===== config.mk =====
export PLATFORM = sky130hd
export DESIGN_NAME = aes256_keysched
export DESIGN_NICKNAME = d
export VERILOG_FILES = /design/src/design/aes256_pkg.sv /design/src/design/aes256_keysched.sv
export SDC_FILE = /design/constraint.sdc
export NUM_CORES = 2
export LEC_CHECK = 0
export BUFFER_PORTS_ARGS = -buffer_cell sky130_fd_sc_hd__clkbuf_2
export CAP_MARGIN = 10
export CELL_PAD_IN_SITES_DETAIL_PLACEMENT = 1
export CELL_PAD_IN_SITES_GLOBAL_PLACEMENT = 2
export CORE_MARGIN = 5
export CORE_UTILIZATION = 38
export CTS_CLUSTER_SIZE = 25
export DETAILED_ROUTE_END_ITERATION = 10
export PLACE_DENSITY = 0.86
export SLEW_MARGIN = 20
export SYNTH_ARGS = -nofsm -noshare
export SYNTH_HDL_FRONTEND = slang
export SYNTH_SLANG_ARGS = --single-unit

===== constraint.sdc =====
create_clock -name aclk -period 11.45 [get_ports aclk]
set_input_delay 0.5725 -clock aclk [delete_from_list [all_inputs] [get_ports aclk]]
set_output_delay 0.5725 -clock aclk [all_outputs]
set_load 0.02 [all_outputs]

===== src/design/aes256_pkg.sv =====
// ----------------------------------------------------------------------------
// AES-256 package
// S-box tables, GF(2^8) helpers and the sequencer state type.
// ----------------------------------------------------------------------------
package aes256_pkg;

    typedef enum logic [1:0] {
        ST_IDLE,
        ST_KEYFWD,
        ST_ROUND,
        ST_DONE
    } aes_state_t;

    localparam int NumRounds = 14;

    localparam logic [4:0] CFG_KEY0 = 5'd0;
    localparam logic [4:0] CFG_KEY1 = 5'd1;
    localparam logic [4:0] CFG_KEY2 = 5'd2;
    localparam logic [4:0] CFG_KEY3 = 5'd3;
    localparam logic [4:0] CFG_DIR  = 5'd4;

    function automatic logic [7:0] xt(input logic [7:0] x);
        xt = {x[6:0], 1'b0} ^ (x[7] ? 8'h1B : 8'h00);
    endfunction

    function automatic logic [7:0] sbox(input logic [7:0] x);
        logic [7:0] t [256];
        t = '{
        8'h63,8'h7c,8'h77,8'h7b,8'hf2,8'h6b,8'h6f,8'hc5,8'h30,8'h01,8'h67,8'h2b,8'hfe,8'hd7,8'hab,8'h76,
        8'hca,8'h82,8'hc9,8'h7d,8'hfa,8'h59,8'h47,8'hf0,8'had,8'hd4,8'ha2,8'haf,8'h9c,8'ha4,8'h72,8'hc0,
        8'hb7,8'hfd,8'h93,8'h26,8'h36,8'h3f,8'hf7,8'hcc,8'h34,8'ha5,8'he5,8'hf1,8'h71,8'hd8,8'h31,8'h15,
        8'h04,8'hc7,8'h23,8'hc3,8'h18,8'h96,8'h05,8'h9a,8'h07,8'h12,8'h80,8'he2,8'heb,8'h27,8'hb2,8'h75,
        8'h09,8'h83,8'h2c,8'h1a,8'h1b,8'h6e,8'h5a,8'ha0,8'h52,8'h3b,8'hd6,8'hb3,8'h29,8'he3,8'h2f,8'h84,
        8'h53,8'hd1,8'h00,8'hed,8'h20,8'hfc,8'hb1,8'h5b,8'h6a,8'hcb,8'hbe,8'h39,8'h4a,8'h4c,8'h58,8'hcf,
        8'hd0,8'hef,8'haa,8'hfb,8'h43,8'h4d,8'h33,8'h85,8'h45,8'hf9,8'h02,8'h7f,8'h50,8'h3c,8'h9f,8'ha8,
        8'h51,8'ha3,8'h40,8'h8f,8'h92,8'h9d,8'h38,8'hf5,8'hbc,8'hb6,8'hda,8'h21,8'h10,8'hff,8'hf3,8'hd2,
        8'hcd,8'h0c,8'h13,8'hec,8'h5f,8'h97,8'h44,8'h17,8'hc4,8'ha7,8'h7e,8'h3d,8'h64,8'h5d,8'h19,8'h73,
        8'h60,8'h81,8'h4f,8'hdc,8'h22,8'h2a,8'h90,8'h88,8'h46,8'hee,8'hb8,8'h14,8'hde,8'h5e,8'h0b,8'hdb,
        8'he0,8'h32,8'h3a,8'h0a,8'h49,8'h06,8'h24,8'h5c,8'hc2,8'hd3,8'hac,8'h62,8'h91,8'h95,8'he4,8'h79,
        8'he7,8'hc8,8'h37,8'h6d,8'h8d,8'hd5,8'h4e,8'ha9,8'h6c,8'h56,8'hf4,8'hea,8'h65,8'h7a,8'hae,8'h08,
        8'hba,8'h78,8'h25,8'h2e,8'h1c,8'ha6,8'hb4,8'hc6,8'he8,8'hdd,8'h74,8'h1f,8'h4b,8'hbd,8'h8b,8'h8a,
        8'h70,8'h3e,8'hb5,8'h66,8'h48,8'h03,8'hf6,8'h0e,8'h61,8'h35,8'h57,8'hb9,8'h86,8'hc1,8'h1d,8'h9e,
        8'he1,8'hf8,8'h98,8'h11,8'h69,8'hd9,8'h8e,8'h94,8'h9b,8'h1e,8'h87,8'he9,8'hce,8'h55,8'h28,8'hdf,
        8'h8c,8'ha1,8'h89,8'h0d,8'hbf,8'he6,8'h42,8'h68,8'h41,8'h99,8'h2d,8'h0f,8'hb0,8'h54,8'hbb,8'h16};
        sbox = t[x];
    endfunction

    function automatic logic [7:0] sbox_rev(input logic [7:0] x);
        logic [7:0] t [256];
        t = '{
        8'h52,8'h09,8'h6a,8'hd5,8'h30,8'h36,8'ha5,8'h38,8'hbf,8'h40,8'ha3,8'h9e,8'h81,8'hf3,8'hd7,8'hfb,
        8'h7c,8'he3,8'h39,8'h82,8'h9b,8'h2f,8'hff,8'h87,8'h34,8'h8e,8'h43,8'h44,8'hc4,8'hde,8'he9,8'hcb,
        8'h54,8'h7b,8'h94,8'h32,8'ha6,8'hc2,8'h23,8'h3d,8'hee,8'h4c,8'h95,8'h0b,8'h42,8'hfa,8'hc3,8'h4e,
        8'h08,8'h2e,8'ha1,8'h66,8'h28,8'hd9,8'h24,8'hb2,8'h76,8'h5b,8'ha2,8'h49,8'h6d,8'h8b,8'hd1,8'h25,
        8'h72,8'hf8,8'hf6,8'h64,8'h86,8'h68,8'h98,8'h16,8'hd4,8'ha4,8'h5c,8'hcc,8'h5d,8'h65,8'hb6,8'h92,
        8'h6c,8'h70,8'h48,8'h50,8'hfd,8'hed,8'hb9,8'hda,8'h5e,8'h15,8'h46,8'h57,8'ha7,8'h8d,8'h9d,8'h84,
        8'h90,8'hd8,8'hab,8'h00,8'h8c,8'hbc,8'hd3,8'h0a,8'hf7,8'he4,8'h58,8'h05,8'hb8,8'hb3,8'h45,8'h06,
        8'hd0,8'h2c,8'h1e,8'h8f,8'hca,8'h3f,8'h0f,8'h02,8'hc1,8'haf,8'hbd,8'h03,8'h01,8'h13,8'h8a,8'h6b,
        8'h3a,8'h91,8'h11,8'h41,8'h4f,8'h67,8'hdc,8'hea,8'h97,8'hf2,8'hcf,8'hce,8'hf0,8'hb4,8'he6,8'h73,
        8'h96,8'hac,8'h74,8'h22,8'he7,8'had,8'h35,8'h85,8'he2,8'hf9,8'h37,8'he8,8'h1c,8'h75,8'hdf,8'h6e,
        8'h47,8'hf1,8'h1a,8'h71,8'h1d,8'h29,8'hc5,8'h89,8'h6f,8'hb7,8'h62,8'h0e,8'haa,8'h18,8'hbe,8'h1b,
        8'hfc,8'h56,8'h3e,8'h4b,8'hc6,8'hd2,8'h79,8'h20,8'h9a,8'hdb,8'hc0,8'hfe,8'h78,8'hcd,8'h5a,8'hf4,
        8'h1f,8'hdd,8'ha8,8'h33,8'h88,8'h07,8'hc7,8'h31,8'hb1,8'h12,8'h10,8'h59,8'h27,8'h80,8'hec,8'h5f,
        8'h60,8'h51,8'h7f,8'ha9,8'h19,8'hb5,8'h4a,8'h0d,8'h2d,8'he5,8'h7a,8'h9f,8'h93,8'hc9,8'h9c,8'hef,
        8'ha0,8'he0,8'h3b,8'h4d,8'hae,8'h2a,8'hf5,8'hb0,8'hc8,8'heb,8'hbb,8'h3c,8'h83,8'h53,8'h99,8'h61,
        8'h17,8'h2b,8'h04,8'h7e,8'hba,8'h77,8'hd6,8'h26,8'he1,8'h69,8'h14,8'h63,8'h55,8'h21,8'h0c,8'h7d};
        sbox_rev = t[x];
    endfunction

endpackage


===== src/design/aes256_keysched.sv =====
// ----------------------------------------------------------------------------
// AES-256 key schedule unit
// Steps a sliding window of eight key words forwards or backwards, four words
// per step, and presents the current round key.
// ----------------------------------------------------------------------------
module aes256_keysched
    import aes256_pkg::*;
(
    input  logic         aclk,
    input  logic         load,
    input  logic [255:0] key,
    input  logic         fwd,
    input  logic         bwd,
    output logic [127:0] rkey_lo,
    output logic [127:0] rkey_hi
);

    logic [255:0] win_reg, win_next;
    logic [7:0]   rc_reg, rc_next;
    logic         phase_reg, phase_next;
    logic [31:0]  w [8];
    logic [31:0]  n [8];
    logic [31:0]  t;

    function automatic logic [31:0] subw(input logic [31:0] x);
        subw = {sbox(x[31:24]), sbox(x[23:16]), sbox(x[15:8]), sbox(x[7:0])};
    endfunction

    function automatic logic [7:0] xt_inv(input logic [7:0] x);
        xt_inv = x[0] ? ({1'b1, x[7:1]} ^ 8'h0D) : {1'b0, x[7:1]};
    endfunction

    always_comb begin
        for (int i = 0; i < 8; i++) begin
            w[i] = win_reg[255 - 32 * i -: 32];
            n[i] = w[i];
        end
        t = '0;
        rc_next = rc_reg;
        win_next = win_reg;
        if (load) begin
            win_next = key;
            rc_next  = 8'h01;
        end else if (fwd) begin
            // The window is either even-aligned (rcon step next) or odd.
            n[0] = w[4];
            n[1] = w[5];
            n[2] = w[6];
            n[3] = w[7];
            if (phase_reg == 1'b0) begin
                n[4] = w[0] ^ subw({w[7][23:0], w[7][31:24]}) ^ {rc_reg, 24'h0};
                rc_next = xt(rc_reg);
            end else begin
                n[4] = w[0] ^ subw(w[7]);
            end
            n[5] = w[1] ^ n[4];
            n[6] = w[2] ^ n[5];
            n[7] = w[3] ^ n[6];
            for (int i = 0; i < 8; i++) begin
                win_next[255 - 32 * i -: 32] = n[i];
            end
        end else if (bwd) begin
            n[4] = w[0];
            n[5] = w[1];
            n[6] = w[2];
            n[7] = w[3];
            n[3] = w[7] ^ w[6];
            n[2] = w[6] ^ w[5];
            n[1] = w[5] ^ w[4];
            if (phase_reg == 1'b1) begin
                t = {w[3][23:0], w[3][31:24]};
                n[0] = w[4] ^ subw(t) ^ {xt_inv(rc_reg), 24'h0};
                rc_next = xt_inv(rc_reg);
            end else begin
                n[0] = w[4] ^ subw(w[3]);
            end
            for (int i = 0; i < 8; i++) begin
                win_next[255 - 32 * i -: 32] = n[i];
            end
        end
    end

    always_comb begin
        phase_next = phase_reg;
        if (load) begin
            phase_next = 1'b0;
        end else if (fwd || bwd) begin
            phase_next = ~phase_reg;
        end
    end

    always_ff @(posedge aclk) begin
        win_reg   <= win_next;
        rc_reg    <= rc_next;
        phase_reg <= phase_next;
    end

    assign rkey_lo = win_reg[255:128];
    assign rkey_hi = win_reg[127:0];

endmodule


==> metrics <==
Setup crit start kind register; Setup Fix Bufs, Post-CTS 0; filler-free cell count of the finished design 7441; Core Util, Final 41.54%; R2R setup slack 5750 ps; HP Class input port to register; clock buffers created by TritonCTS 39; I/O Buffers 515; peak supply drop 148.6 uV; top cells by area, synth edfxtp_1, mux4_2, o21ai_0, xnor2_1, nand2_1; drt wl/cell 32.37 um; WP data arrival 6150 ps; final setup margin 5748 ps; Synth Area in Simple Gates 23.37%; I/O pins 516; cell count after placement 7362; RR Endpoint w[7]$_DFFE_PP_; largest family of logic cells by synthesized area compound AO/OA/AOI/OAI gates; Fin Hold WS 215.8 ps; Synth Area in Compound Gates 29.61%; overall global routing resource usage 37.10%; fin crit period 5702 ps; WP data required 11900 ps; Die Wd 350.6 um; hold path cells 3; Post-Synth Adder-Cell Area 3.349%; Synth Flop Type edfxtp_1; DRC errors left 0; GPL Wtd Cong 1.041; critical path capture point type register; post-synthesis cell area 0.04409 mm2; vias in the first global route 49440; Post-Place Worst Slack 6102 ps; root buf cell clkbuf_16; CTS Hold Bufs 0; GRT overflow 0; largest net degree at the start of global routing 105; Tcrit/Tclk final 49.80%; Final nets 6257; Core ar. 0.1157 mm2; clock transition at the registers of the reported paths 60 ps; kind of critical path register to register; Reg2Reg Depth 13; HP Start key[127]; leakage power 17.85 nW; area growth from synthesis to layout 9.047%; sequential-to-total area share from yosys stat 17.84%; clock buffer depth 3; XOR/XNOR Fraction of Synth Area 7.333%; share of cells above drive strength 1 17.69%; relative slew slack 17.80%; Yosys top cell area share 17.44%; r2r startpoint w[24]$_DFFE_PP_; worst skew pair latency 650 ps; Initial Util 38.09%; Syn Area/Cell 7.521 um2; Fin Setup TNS 0 ps; status completed; max_cap viols 0; dpl hpwl 172500 um; asr flop ratio synth 0%; FP Rows 125; Worst Tran Pin Value 1233 ps; Hold Fails Final Rpt 0; Iter 0 DRT Violations 7122; syn_nets 6240; DRT Wirelength 240900 um; Via-to-Cell Ratio 6.888; CTS H-tree lvls 2; #FFs+latches synth 265; RSZ-0062 raised after global routing no; vias post-DR 51260; pwr dens 394.2 mW/mm2; hold endpoint w[127]$_DFFE_PP_; post-synth top area cell edfxtp_1; DIE AREA 0.1229 mm2; total of fill cells in the finished design 14370; Worst Skew 59.92 ps; Post-DRT Antenna Nets 0; mux contribution to synthesized area 11.26%; post_cts resized 0; max frequency 175.4 MHz; Pre-antenna DRT Iters 9; Synth Warn # 0; Die H 350.6 um; max reg flops 256; Syn Inst Count 5862; Post-synth EDFFs 256; total clock sinks 265; count of distinct cell types in the synthesized netlist 104; setup violators final 0; worst-path maximum fanout 35; CTS tree built; fin. max-slew vios 0; initial antenna violation count 16; first-pass GRT wire length 347600 um
-- cell usage in the layout (no fill, tap or decap), types with 65 or more instances in the layout --
master,count
mux4_2,144
xor2_1,99
edfxtp_1,256
nor2b_1,256
nor2_1,397
xnor2_1,265
ha_1,118
nand2_1,571
inv_1,76
nor3_1,165
nand3_1,158
a311oi_1,82
a21oi_1,376
clkbuf_2,513
a211oi_1,109
mux2_2,89
a31oi_1,128
o21ai_0,557
buf_4,125
nand2b_1,160
o211ai_1,88
o311ai_0,65
mux2i_1,69
-- metal layers --
metal / GRT usage, % / wire, um
met5: 0 / 82
met3: 8.032 / 24650
met4: 20.43 / 16190
met2: 57.04 / 104900
met1: 48.51 / 95080
-- worst max-delay path by stage --
stage	from	endpoint	slack [ps]
final	w[24]$_DFFE_PP_	w[7]$_DFFE_PP_	5750
after global placement	w[18]$_DFFE_PP_	w[80]$_DFFE_PP_	6010
after detailed placement	w[24]$_DFFE_PP_	w[7]$_DFFE_PP_	6100
after CTS	w[24]$_DFFE_PP_	w[7]$_DFFE_PP_	6030
after global routing	w[25]$_DFFE_PP_	w[7]$_DFFE_PP_	5720
after floorplan	load	w[0]$_DFFE_PP_	3600
-- kinds of logic after synthesis --
logic type                 after synthesis
and+or+nand+nor                       2070
AOI/OAI and AO/OA                     1974
buffers and inverters                  765
xor gates and xnor gates               366
muxes                                  304
DFF                                    265
adders and majority gates              118
-- synthesized netlist by cell type (39+ instances only) --
cell type and n:
a31oi_1 128, clkbuf_1 410, buf_2 165, nor2b_1 256
o31ai_1 59, edfxtp_1 256, xor2_1 99, a21oi_1 377
a311oi_1 82, and2_1 58, nand2_1 572, or3_1 56
nor3_1 165, or2_2 50, o21ai_0 557, and3_1 51
mux2i_1 69, nor3b_1 41, ha_1 118, a21o_1 39
buf_1 66, mux2_2 89, o211ai_1 88, o311ai_0 65
nand3_1 158, inv_1 80, mux4_2 144, xnor2_1 265
nor2_1 397, a211oi_1 109, nand2b_1 160
-- through the flow --
| stage | power [W] | area [um2] |
|---|---|---|
| after floorplan | 0.01214 | 44090 |
| after global placement | 0.01696 | 46740 |
| after detailed placement | 0.01706 | 46750 |
| after CTS | 0.01846 | 48050 |
| after global routing | 0.01970 | 48060 |
| final | 0.01895 | 48080 |
-- critical path: stages (launching register included) --
cell	delay, ps
edfxtp_1	320
buf_4	430
inv_1	330
ha_1	670
nor2b_1	1030
o32ai_1	160
mux4_2	490
o221ai_1	350
nand4_1	460
o31ai_2	350
xnor2_1	210
xnor2_1	170
or3_1	310
a31oi_1	200
-- where the power goes --
group | switching [W] | internal, W | leakage, nW | total [W]
Combinational | 0.0102 | 0.00533 | 14.4 | 0.0155
Sequential | 0.000570 | 0.00159 | 2.78 | 0.00216
Clock | 0.000547 | 0.000764 | 0.635 | 0.00131
Total | 0.0113 | 0.00768 | 17.8 | 0.0190
-- layout make-up --
type                       instances  area (um2)  area share, %
sequential                       265        7871          16.37
tap                             1524        1907          3.966
clock buffer                      44        1037          2.157
timing repair buffer             640        3536          7.355
inverter                         101       387.9         0.8068
multi-input combinational       4832       33050          68.74
antenna                            9       22.52        0.04684
clock inverter                    26       267.8         0.5569
Power figures use the tool's default switching activity.
